==> config.mk <==
export PLATFORM = sky130hd
export DESIGN_NAME = deauth_flood_detector_core_flat
export DESIGN_NICKNAME = d
export VERILOG_FILES = /design/src/rtl/core/dfd_pkg.sv /design/src/rtl/core/dfd_req_if.sv /design/src/rtl/core/dfd_rsp_if.sv /design/src/rtl/core/dfd_step.sv /design/src/rtl/core/deauth_flood_detector_core.sv /design/src/flat_wrapper.sv
export SDC_FILE = /design/constraint.sdc
export NUM_CORES = 1
export LEC_CHECK = 0
export BUFFER_PORTS_ARGS = -buffer_cell sky130_fd_sc_hd__buf_2
export CORE_MARGIN = 3
export CORE_UTILIZATION = 53
export DETAILED_ROUTE_END_ITERATION = 6
export PLACE_DENSITY = 0.77
export SYNTH_ARGS = -nofsm -noshare
export SYNTH_HDL_FRONTEND = slang
export SYNTH_SLANG_ARGS = --single-unit
export TNS_END_PERCENT = 100
==> constraint.sdc <==
create_clock -name clock -period 7.3 [get_ports clock]
set_clock_uncertainty 0.2 [all_clocks]
set_input_delay 1.46 -clock clock [delete_from_list [all_inputs] [get_ports clock]]
set_output_delay 1.46 -clock clock [all_outputs]
set_load 0.01 [all_outputs]
==> src/rtl/core/dfd_pkg.sv <==
// Shared types and constants for the deauthentication flood detector.
package dfd_pkg;

   localparam int MAX_CHANNELS = 8;
   localparam int CH_POS_W     = $clog2(MAX_CHANNELS);

   localparam logic [11:0] MIN_FRAME_LEN = 12'd24;
   localparam logic [7:0]  FC_DEAUTH     = 8'hC0;
   localparam logic [7:0]  FC_DISASSOC   = 8'hA0;

   localparam logic        OP_FRAME = 1'b0;
   localparam logic        OP_TICK  = 1'b1;

   localparam int CSR_INDEX_W = 3;
   localparam int CSR_DATA_W  = 64;

   typedef enum logic [CSR_INDEX_W-1:0] {
      CSR_DWELL_MS          = 3'd0,
      CSR_RATE_THRESHOLD    = 3'd1,
      CSR_CONFIRM_INTERVALS = 3'd2,
      CSR_CHANNEL_COUNT     = 3'd3,
      CSR_CHANNEL_LIST      = 3'd4
   } csr_index_type;

   localparam logic [9:0]  RST_DWELL_MS          = 10'd140;
   localparam logic [15:0] RST_RATE_THRESHOLD    = 16'd5;
   localparam logic [7:0]  RST_CONFIRM_INTERVALS = 8'd1;
   localparam logic [3:0]  RST_CHANNEL_COUNT     = 4'd3;
   localparam logic [63:0] RST_CHANNEL_LIST      = 64'h0000_0000_000B_0601;

   typedef struct packed {
      logic [9:0]  dwell_ms;
      logic [15:0] rate_threshold;
      logic [7:0]  confirm_intervals;
      logic [3:0]  channel_count;
      logic [63:0] channel_list;
   } cfg_type;

   typedef struct packed {
      logic [15:0]         frame_count;
      logic [15:0]         attack_run;
      logic [12:0]         interval_timer;
      logic [9:0]          hop_timer;
      logic [CH_POS_W-1:0] channel_position;
      logic [47:0]         last_transmitter;
   } state_type;

   typedef struct packed {
      logic        opcode;
      logic [11:0] frame_length;
      logic [7:0]  frame_control;
      logic [47:0] transmitter_mac;
   } req_item_type;

   typedef struct packed {
      logic        frame_counted;
      logic        interval_done;
      logic [15:0] interval_frames;
      logic        alarm_raised;
      logic        alarm_cleared;
      logic        channel_hop;
      logic [7:0]  channel;
      logic [47:0] suspect_mac;
   } rsp_item_type;

endpackage

==> src/rtl/core/dfd_req_if.sv <==
// Request channel: frame and tick items.
interface dfd_req_if;
   logic        valid;
   logic        ready;
   logic        opcode;
   logic [11:0] frame_length;
   logic [7:0]  frame_control;
   logic [47:0] transmitter_mac;

   modport source (output valid, opcode, frame_length, frame_control, transmitter_mac,
                   input ready);
   modport sink   (input valid, opcode, frame_length, frame_control, transmitter_mac,
                   output ready);
endinterface

==> src/rtl/core/dfd_rsp_if.sv <==
// Response channel: one result item per request item.
interface dfd_rsp_if;
   logic        valid;
   logic        ready;
   logic        frame_counted;
   logic        interval_done;
   logic [15:0] interval_frames;
   logic        alarm_raised;
   logic        alarm_cleared;
   logic        channel_hop;
   logic [7:0]  channel;
   logic [47:0] suspect_mac;

   modport source (output valid, frame_counted, interval_done, interval_frames,
                   alarm_raised, alarm_cleared, channel_hop, channel, suspect_mac,
                   input ready);
   modport sink   (input valid, frame_counted, interval_done, interval_frames,
                   alarm_raised, alarm_cleared, channel_hop, channel, suspect_mac,
                   output ready);
endinterface

==> src/rtl/core/dfd_step.sv <==
// Per-item update: next detector state and the result item.
module dfd_step (
   input  dfd_pkg::cfg_type      cfg,
   input  dfd_pkg::state_type    cur,
   input  dfd_pkg::req_item_type item,
   output dfd_pkg::state_type    nxt,
   output dfd_pkg::rsp_item_type result
);

   function automatic logic [dfd_pkg::CH_POS_W-1:0] wrap_pos(
      input logic [dfd_pkg::CH_POS_W-1:0] pos,
      input logic [3:0]                   count
   );
      logic [3:0] p;
      p = {1'b0, pos} + 4'd1;
      // p <= 8 and count >= 2, so four compare-subtracts finish the modulo
      for (int i = 0; i < 4; i++) begin
         if (p >= count) begin
            p = p - count;
         end
      end
      return p[dfd_pkg::CH_POS_W-1:0];
   endfunction

   logic [9:0]  dwell_eff;
   logic [3:0]  count_eff;
   logic [7:0]  confirm_eff;
   logic [13:0] target;
   logic        is_tick;
   logic        counted;
   logic [15:0] frame_inc;
   logic [12:0] timer_inc;
   logic        close;
   logic        hot;
   logic [15:0] run_inc;
   logic [15:0] run_next;
   logic [9:0]  hop_inc;
   logic        hop;
   logic [dfd_pkg::CH_POS_W-1:0] pos_next;

   assign dwell_eff   = (cfg.dwell_ms == 10'd0) ? 10'd1 : cfg.dwell_ms;
   assign count_eff   = (cfg.channel_count == 4'd0) ? 4'd1 :
                        (cfg.channel_count > 4'(dfd_pkg::MAX_CHANNELS)) ?
                        4'(dfd_pkg::MAX_CHANNELS) : cfg.channel_count;
   assign confirm_eff = (cfg.confirm_intervals == 8'd0) ? 8'd1 : cfg.confirm_intervals;
   assign target      = {10'd0, count_eff} * {4'd0, dwell_eff};

   assign is_tick = (item.opcode == dfd_pkg::OP_TICK);

   // frame path
   assign counted = !is_tick && (item.frame_length >= dfd_pkg::MIN_FRAME_LEN) &&
                    ((item.frame_control == dfd_pkg::FC_DEAUTH) ||
                     (item.frame_control == dfd_pkg::FC_DISASSOC));
   assign frame_inc = (cur.frame_count != 16'hFFFF) ? cur.frame_count + 16'd1
                                                    : cur.frame_count;

   // interval path
   assign timer_inc = (cur.interval_timer != 13'h1FFF) ? cur.interval_timer + 13'd1
                                                       : cur.interval_timer;
   assign close     = is_tick && ({1'b0, timer_inc} >= target);
   assign hot       = (cur.frame_count >= cfg.rate_threshold);
   assign run_inc   = (cur.attack_run != 16'hFFFF) ? cur.attack_run + 16'd1
                                                   : cur.attack_run;
   assign run_next  = hot ? run_inc : 16'd0;

   // hop path
   assign hop_inc  = (cur.hop_timer != 10'h3FF) ? cur.hop_timer + 10'd1 : cur.hop_timer;
   assign hop      = is_tick && (count_eff > 4'd1) && (hop_inc >= dwell_eff);
   assign pos_next = hop ? wrap_pos(cur.channel_position, count_eff) : cur.channel_position;

   always_comb begin
      nxt = cur;
      if (is_tick) begin
         nxt.interval_timer = close ? 13'd0 : timer_inc;
         if (close) begin
            nxt.frame_count = 16'd0;
            nxt.attack_run  = run_next;
         end
         nxt.hop_timer        = hop ? 10'd0 : hop_inc;
         nxt.channel_position = pos_next;
      end else if (counted) begin
         nxt.frame_count      = frame_inc;
         nxt.last_transmitter = item.transmitter_mac;
      end
   end

   always_comb begin
      result.frame_counted   = counted;
      result.interval_done   = close;
      result.interval_frames = close ? cur.frame_count : 16'd0;
      result.alarm_raised    = close && (run_next == {8'd0, confirm_eff});
      result.alarm_cleared   = close && !hot && (cur.attack_run >= {8'd0, confirm_eff});
      result.channel_hop     = hop;
      result.channel         = cfg.channel_list[{pos_next, 3'b000} +: 8];
      result.suspect_mac     = nxt.last_transmitter;
   end

endmodule

==> src/rtl/core/deauth_flood_detector_core.sv <==
// Top level of the deauthentication flood detector.
//
//   channel   dir  handshake      carries
//   req_chan  in   valid/ready    opcode, frame_length, frame_control, transmitter_mac
//   rsp_chan  out  valid/ready    one result item per request item
//   csr_*     in   csr_we strobe  register index and 64-bit write data, write only
//
// One item per cycle: the update of counters, timers and channel position is a
// single pass of narrow add, multiply and compare logic from the state registers
// to the result register; each result is offered in the cycle after acceptance.
// Reset (synchronous) returns registers to their defaults and empties the result.
// A waiting result only blocks input while rsp_chan stalls; an item is taken in
// the same cycle that the held result is taken.
module deauth_flood_detector_core (
   input  logic                                    clock,
   input  logic                                    reset,
   dfd_req_if.sink                                 req_chan,
   dfd_rsp_if.source                               rsp_chan,
   input  logic                                    csr_we,
   input  logic [dfd_pkg::CSR_INDEX_W-1:0]         csr_index,
   input  logic [dfd_pkg::CSR_DATA_W-1:0]          csr_wdata
);

   dfd_pkg::cfg_type      cfg_ff;
   dfd_pkg::cfg_type      cfg_in;
   dfd_pkg::state_type    state_ff;
   dfd_pkg::state_type    state_in;
   dfd_pkg::req_item_type item;
   dfd_pkg::rsp_item_type result;
   dfd_pkg::rsp_item_type rsp_ff;
   logic                  rsp_valid_ff;
   logic                  rsp_valid_in;
   logic                  accept;

   // --- configuration registers ---
   always_comb begin
      cfg_in = cfg_ff;
      if (csr_we) begin
         case (dfd_pkg::csr_index_type'(csr_index))
            dfd_pkg::CSR_DWELL_MS:          cfg_in.dwell_ms          = csr_wdata[9:0];
            dfd_pkg::CSR_RATE_THRESHOLD:    cfg_in.rate_threshold    = csr_wdata[15:0];
            dfd_pkg::CSR_CONFIRM_INTERVALS: cfg_in.confirm_intervals = csr_wdata[7:0];
            dfd_pkg::CSR_CHANNEL_COUNT:     cfg_in.channel_count     = csr_wdata[3:0];
            dfd_pkg::CSR_CHANNEL_LIST:      cfg_in.channel_list      = csr_wdata;
            default:                        cfg_in = cfg_ff;  // unmapped index
         endcase
      end
   end

   always_ff @(posedge clock) begin
      if (reset) begin
         cfg_ff.dwell_ms          <= dfd_pkg::RST_DWELL_MS;
         cfg_ff.rate_threshold    <= dfd_pkg::RST_RATE_THRESHOLD;
         cfg_ff.confirm_intervals <= dfd_pkg::RST_CONFIRM_INTERVALS;
         cfg_ff.channel_count     <= dfd_pkg::RST_CHANNEL_COUNT;
         cfg_ff.channel_list      <= dfd_pkg::RST_CHANNEL_LIST;
      end else begin
         cfg_ff <= cfg_in;
      end
   end

   // --- handshake: take an item whenever the result slot is free or draining ---
   assign req_chan.ready = !rsp_valid_ff || rsp_chan.ready;
   assign accept         = req_chan.valid && req_chan.ready;

   assign item.opcode          = req_chan.opcode;
   assign item.frame_length    = req_chan.frame_length;
   assign item.frame_control   = req_chan.frame_control;
   assign item.transmitter_mac = req_chan.transmitter_mac;

   dfd_step u_step (
      .cfg    (cfg_ff),
      .cur    (state_ff),
      .item   (item),
      .nxt    (state_in),
      .result (result)
   );

   assign rsp_valid_in = accept ? 1'b1 : (rsp_chan.ready ? 1'b0 : rsp_valid_ff);

   // detector state: all counters, timers and latched MAC clear on reset
   always_ff @(posedge clock) begin
      if (reset) begin
         state_ff     <= '0;
         rsp_valid_ff <= 1'b0;
      end else begin
         rsp_valid_ff <= rsp_valid_in;
         if (accept) begin
            state_ff <= state_in;
         end
      end
   end

   // result payload, no reset needed
   always_ff @(posedge clock) begin
      if (accept) begin
         rsp_ff <= result;
      end
   end

   assign rsp_chan.valid           = rsp_valid_ff;
   assign rsp_chan.frame_counted   = rsp_ff.frame_counted;
   assign rsp_chan.interval_done   = rsp_ff.interval_done;
   assign rsp_chan.interval_frames = rsp_ff.interval_frames;
   assign rsp_chan.alarm_raised    = rsp_ff.alarm_raised;
   assign rsp_chan.alarm_cleared   = rsp_ff.alarm_cleared;
   assign rsp_chan.channel_hop     = rsp_ff.channel_hop;
   assign rsp_chan.channel         = rsp_ff.channel;
   assign rsp_chan.suspect_mac     = rsp_ff.suspect_mac;

endmodule

==> src/flat_wrapper.sv <==
// flat-port wrapper written by rule: the top's interface ports become plain ports
module deauth_flood_detector_core_flat 
  (clock, reset, csr_we, csr_index, csr_wdata, req_chan_valid, req_chan_opcode, req_chan_frame_length, req_chan_frame_control, req_chan_transmitter_mac, req_chan_ready, rsp_chan_valid, rsp_chan_frame_counted, rsp_chan_interval_done, rsp_chan_interval_frames, rsp_chan_alarm_raised, rsp_chan_alarm_cleared, rsp_chan_channel_hop, rsp_chan_channel, rsp_chan_suspect_mac, rsp_chan_ready);
  dfd_req_if req_chan_i ();
  dfd_rsp_if rsp_chan_i ();
  input  logic clock;
  input  logic reset;
  input  logic csr_we;
  input  logic [dfd_pkg::CSR_INDEX_W-1:0] csr_index;
  input  logic [dfd_pkg::CSR_DATA_W-1:0] csr_wdata;
  input wire logic [$bits(req_chan_i.valid)-1:0] req_chan_valid;
  input wire logic [$bits(req_chan_i.opcode)-1:0] req_chan_opcode;
  input wire logic [$bits(req_chan_i.frame_length)-1:0] req_chan_frame_length;
  input wire logic [$bits(req_chan_i.frame_control)-1:0] req_chan_frame_control;
  input wire logic [$bits(req_chan_i.transmitter_mac)-1:0] req_chan_transmitter_mac;
  output wire logic [$bits(req_chan_i.ready)-1:0] req_chan_ready;
  output wire logic [$bits(rsp_chan_i.valid)-1:0] rsp_chan_valid;
  output wire logic [$bits(rsp_chan_i.frame_counted)-1:0] rsp_chan_frame_counted;
  output wire logic [$bits(rsp_chan_i.interval_done)-1:0] rsp_chan_interval_done;
  output wire logic [$bits(rsp_chan_i.interval_frames)-1:0] rsp_chan_interval_frames;
  output wire logic [$bits(rsp_chan_i.alarm_raised)-1:0] rsp_chan_alarm_raised;
  output wire logic [$bits(rsp_chan_i.alarm_cleared)-1:0] rsp_chan_alarm_cleared;
  output wire logic [$bits(rsp_chan_i.channel_hop)-1:0] rsp_chan_channel_hop;
  output wire logic [$bits(rsp_chan_i.channel)-1:0] rsp_chan_channel;
  output wire logic [$bits(rsp_chan_i.suspect_mac)-1:0] rsp_chan_suspect_mac;
  input wire logic [$bits(rsp_chan_i.ready)-1:0] rsp_chan_ready;
  assign req_chan_i.valid = req_chan_valid;
  assign req_chan_i.opcode = req_chan_opcode;
  assign req_chan_i.frame_length = req_chan_frame_length;
  assign req_chan_i.frame_control = req_chan_frame_control;
  assign req_chan_i.transmitter_mac = req_chan_transmitter_mac;
  assign req_chan_ready = req_chan_i.ready;
  assign rsp_chan_valid = rsp_chan_i.valid;
  assign rsp_chan_frame_counted = rsp_chan_i.frame_counted;
  assign rsp_chan_interval_done = rsp_chan_i.interval_done;
  assign rsp_chan_interval_frames = rsp_chan_i.interval_frames;
  assign rsp_chan_alarm_raised = rsp_chan_i.alarm_raised;
  assign rsp_chan_alarm_cleared = rsp_chan_i.alarm_cleared;
  assign rsp_chan_channel_hop = rsp_chan_i.channel_hop;
  assign rsp_chan_channel = rsp_chan_i.channel;
  assign rsp_chan_suspect_mac = rsp_chan_i.suspect_mac;
  assign rsp_chan_i.ready = rsp_chan_ready;
  deauth_flood_detector_core u_core (.clock(clock), .reset(reset), .req_chan(req_chan_i), .rsp_chan(rsp_chan_i), .csr_we(csr_we), .csr_index(csr_index), .csr_wdata(csr_wdata));
endmodule
Yosys cells after proc, flatten, opt, wreduce, memory -nomap -nowiden
Cells that the tools add are included.
{"block": "totals", "reg_bits": 286, "word_cells": 106, "inputBits": 141}
{"block": "op_classes", "n_mul": 1, "n_addsub": 9, "n_lt_le_gt_ge": 11, "muxes": 23, "n_reduce_logical": 29, "shifts": 1, "eq_ne": 12}
{"op": "$mux W48", "count": 2}
{"op": "$mux W16", "count": 5}
{"op": "$shiftx A64 B7 Y8", "count": 1}
{"op": "$add A16 B1 Y16 const B", "count": 2}
{"op": "$mux W32", "count": 1}
{"op": "$ne A16 B16 Y1 const B", "count": 2}
{"op": "$mux W10", "count": 3}
{"op": "$mux W13", "count": 2}
{"op": "$mux W4", "count": 5}
{"op": "$eq A16 B8 Y1", "count": 1}
{"op": "$eq A8 B8 Y1 const B", "count": 2}
{"op": "$ge A16 B16 Y1", "count": 1}
{"op": "$ge A16 B8 Y1", "count": 1}
{"op": "$ge A4 B4 Y1", "count": 4}
{"op": "$ge A13 B14 Y1", "count": 1}
{"op": "$mul A4 B10 Y14", "count": 1}
{"op": "$add A13 B1 Y13 const B", "count": 1}
{"op": "$ne A13 B13 Y1 const B", "count": 1}
{"op": "$ge A12 B5 Y1 const B", "count": 1}
{"op": "$reduce_and A2 Y1", "count": 6}
{"op": "$sub A4 B4 Y4", "count": 3}
{"op": "$add A10 B1 Y10 const B", "count": 1}
{"op": "$ge A10 B10 Y1", "count": 1}
{"op": "$logic_not A10 Y1", "count": 1}
{"op": "21 further kinds", "count": 37}

Longest topological paths before layout
{"block": "logic_depth", "word_depth": 13, "mapped_depth": 34, "mapped_depth_nobuf": 32}

Modules after synthesis
Synthesis repeated with hierarchy kept, for this count alone.
{"block": "unflattened", "hier_cells": 1977, "area_unflattened_um2": 17415.5}
{"module": "deauth_flood_detector_core", "cells_each": 993, "area_each_um2": 10517.6, "instances": 1, "seq_area_each_um2": 6496.2}
{"module": "dfd_step", "cells_each": 984, "area_each_um2": 6897.9, "instances": 1, "seq_area_each_um2": 0.0}

Worst setup path before layout
No wires, ideal clock.
{"block": "synth_path", "path_kind": "reg-to-reg", "from": "register u_core.cfg_ff[65] in the netlist's numbering", "to": "register u_core.rsp_ff (netlist bit u_core.rsp_chan.channel[0]), data pin", "synth_period_minus_slack_ps": 7279, "path_stages_with_launch": 29, "slack_ps": 21, "required_ps": 6840, "path_buffers": 1, "arrival_time_ps": 6819, "setup_time_ps": 260, "cell_sequence": "dfxtp_1 nor2_1 nor2_1 nor2_1 ha_1 fa_1 a21boi_1 o21ai_0 mux2_2 fa_1 a31oi_1 nor2_1 nand2_1 a21boi_0 inv_1 fa_1 a21boi_0 o21ai_1 o31ai_1 ha_1 fa_1 a21boi_0 o21ai_1 a22oi_1 a31oi_2 buf_4 mux2i_1 mux2i_1 mux2_2"}
{"element": "start: declaration", "line": "deauth_flood_detector_core.sv:24", "text": "dfd_pkg::cfg_type cfg_ff;"}
{"element": "start signal: assignment", "line": "deauth_flood_detector_core.sv:58", "text": "cfg_ff <= cfg_in;"}
{"element": "end signal: assignment", "line": "deauth_flood_detector_core.sv:97", "text": "rsp_ff <= result;"}
{"element": "end: declaration", "line": "deauth_flood_detector_core.sv:30", "text": "dfd_pkg::rsp_item_type rsp_ff;"}

==> impl_metrics.ini <==
[setup_path]
end_kind = flip-flop
setup.worst_path.start = u_core.cfg_ff[65]
reg2reg_depth = 35
timing.rr.start = u_core.cfg_ff[65]
cp_data_required_time_ns = 7.41
crit_fanout = 16
worstSetupStartpointType = flip-flop
crit_path_frequent_cell = nor2_2
cp_slowest_cell = fa_1
arrival_ns = 7.07
max_stage_delay_ns = 0.42
path_class = reg -> reg

[clocking]
cts-root-buf = clkbuf_16
cts_tree = yes
cts_buffer_depth = 3
cts_buffers = 30
cts_max_level = 1
path_clk_slew_ns = 0.06
cts.sinks = 286
clock_latency_ns = 0.56
ctsHoldBuffers = 0

[layout]
stdcell_count = 2502
fin_util_pct = 63.1
mostFrequentLayoutCells = nand2_1 (431), buf_2 (215), dfxtp_1 (207), nor2_1 (196), a21oi_1 (154)
drive_gt1_share_pct = 17.2
layout.nets = 2335
mostFrequentLayoutCell = nand2_1
area_delta_synth_final_pct = 16.2

[placed_design]
post-place-ws_ns = -0.183
portBuffers = 216
hpwl_mm = 28.0
dp.cells = 2433
place_congestion = 0.897

[global_route]
antenna_found_initial = 4
grt_pass1_vias = 13000
grt_pass1_wl_mm = 62.7
groute.usage.overall_pct = 23.8
grt-ovfl-total = 0
grt_max_degree = 108

[floorplan]
dieArea_um2 = 31800
io-pin-count = 220
start_util_pct = 54.3
rows = 62
die_h_um = 178
core_area_um2 = 29000
die_w_um = 178

[timing]
relSlewSlack_pct = 26.4
worst_slew_pin_slew_ns = 1.10
finalCritPeriodShare_pct = 95.3
fin_ws_ns = 0.343
min_period_ns = 6.96
setup_viol = 0
drv_slew = 0
fmaxAchievable_mhz = 144
hold_viol = 0

[synth]
synth_top_cell_by_area = dfxtp_1
synth.avg_cell_area_um2 = 8.28
synth_fa_ha_area_share_pct = 9.44
synth_seq_cells = 286
synth_top_family_by_area = simple AND/OR/NAND/NOR gates
synth_ff_type = dfxtp_1
synthArstFlopShare_pct = 0
yosys_warnings = 0
synth.area.top_cells = dfxtp_1 (27%), edfxtp_1 (15%), nand2_1 (10%)
yosysSeqAreaShare_pct = 41.2
yosys.area_share.simple_pct = 24.8
synth_edf_count = 77
syn_nets = 2149
synth_compound_area_share_pct = 12.6
synth_xor_area_share_pct = 2.38
yosys-mux-area-fraction_pct = 4.79
ys_types = 83
synth_cells = 1902
netlist.area_leader.share_pct = 26.6
syn_area_um2 = 15800

[pwr]
ir_drop_v = 0.000200
powerDensity_nw_per_um2 = 212
cellLeakagePower_nw = 7.83

[drt]
drtAntennaViolNets = 0
routedWlPerCell_um = 16.0
drc_errors = 0
drt-initial-drc-count = 1024
viasPerCell = 5.63
drt_wl_total_mm = 39.9
vias = 14100
first_pass_iters = 5

[hold_path]
hp-start = u_core.cfg_ff[46]
hold_depth = 2
hold_class = reg -> reg

[outcome]
outcome = completed

[job]
cap_violations = 0
cells by family (layout without fill, tap and decap cells):
logic type / after synthesis / in the layout
mux: 72 / 72
buf+inv: 180 / 390
other cells: 0 / 6
compound gates: 325 / 325
simple gates: 890 / 890
xor+xnor: 42 / 42
fa+ha+maj: 107 / 107
flops: 286 / 286
final timing paths:
path | endpoint | slack [ns]
setup / recovery | u_core.rsp_chan.channel[2] | 0.34
hold / removal | u_core.cfg_ff[46] | 0.26
setup reg to reg | u_core.rsp_chan.channel[2] | 0.34
hold reg to reg | u_core.cfg_ff[46] | 0.26
timing repair:
action,4_1_cts,5_1_grt
gates cloned,1,0
setup buffers,0,6
setup endpoints to repair,8,40
pin swaps,1,10
gates resized for setup,5,31
worst max-delay path: cells and delay by family, from the launching register on:
| family | cells | cell delay, ns |
|---|---|---|
| compound gates | 11 | 1.67 |
| simple gates | 10 | 1.24 |
| flops | 1 | 0.37 |
| buf+inv | 5 | 0.71 |
| fa+ha+maj | 6 | 1.96 |
| mux | 3 | 0.55 |
routing by layer:
layer	wire length, um	global-route usage, %
met1	17200	32.3
met2	19100	40.0
met3	2550	2.85
met4	1020	6.82
met5	0	0
sequential cells by signal, indices dropped and copies added, names as in the netlist:
signal	count
u_core.rsp_chan.alarm_cleared	1
u_core.rsp_chan.interval_done	1
u_core.rsp_chan.alarm_raised	1
u_core.rsp_chan.channel	8
u_core.rsp_chan.frame_counted	1
u_core.rsp_chan.valid	1
u_core.state_ff	106
u_core.rsp_chan.interval_frames	16
u_core.rsp_chan.suspect_mac	48
u_core.cfg_ff	102
u_core.rsp_chan.channel_hop	1
report_power, final:
group / internal, mW / switching, mW
clock network: 0.840 / 0.636
registers: 1.70 / 0.0291
logic: 0.290 / 0.389
total: 2.83 / 1.05
area by class of cell:
class,count,area (um2)
clock inverter,12,111
clock buffer,44,843
multi-input combinational,1436,8640
antenna,6,15.0
timing repair buffer,247,1380
fill,2490,10700
sequential,286,6500
tap,384,480
inverter,87,333
cells in the mapped netlist (14+ instances only):
master	number
nand2_1	432
ha_1	86
clkbuf_1	71
mux2i_1	54
fa_1	20
nor2_1	202
nor3_1	79
dfxtp_1	209
nand3_1	43
and2_1	19
o21ai_0	57
xor2_1	14
a21oi_1	154
mux2_2	17
xnor2_1	27
nand4_1	15
nand3b_1	16
edfxtp_1	77
inv_1	85
stage by stage:
step | hold slack (ns) | cell area (um2) | total power [mW] | TNS, ns
6_report | 0.256 | 18300 | 3.88 | 0
5_1_grt | 0.275 | 18300 | 4.03 | -0.123
4_1_cts | 0.256 | 18100 | 3.86 | 0
3_5_place_dp | 0.246 | 17100 | 2.39 | -0.924
3_3_place_gp | 0.243 | 17100 | 2.36 | 0
2_1_floorplan | 0.236 | 15800 | 2.18 | 0
No activity file was read; power rests on OpenSTA's default activity.
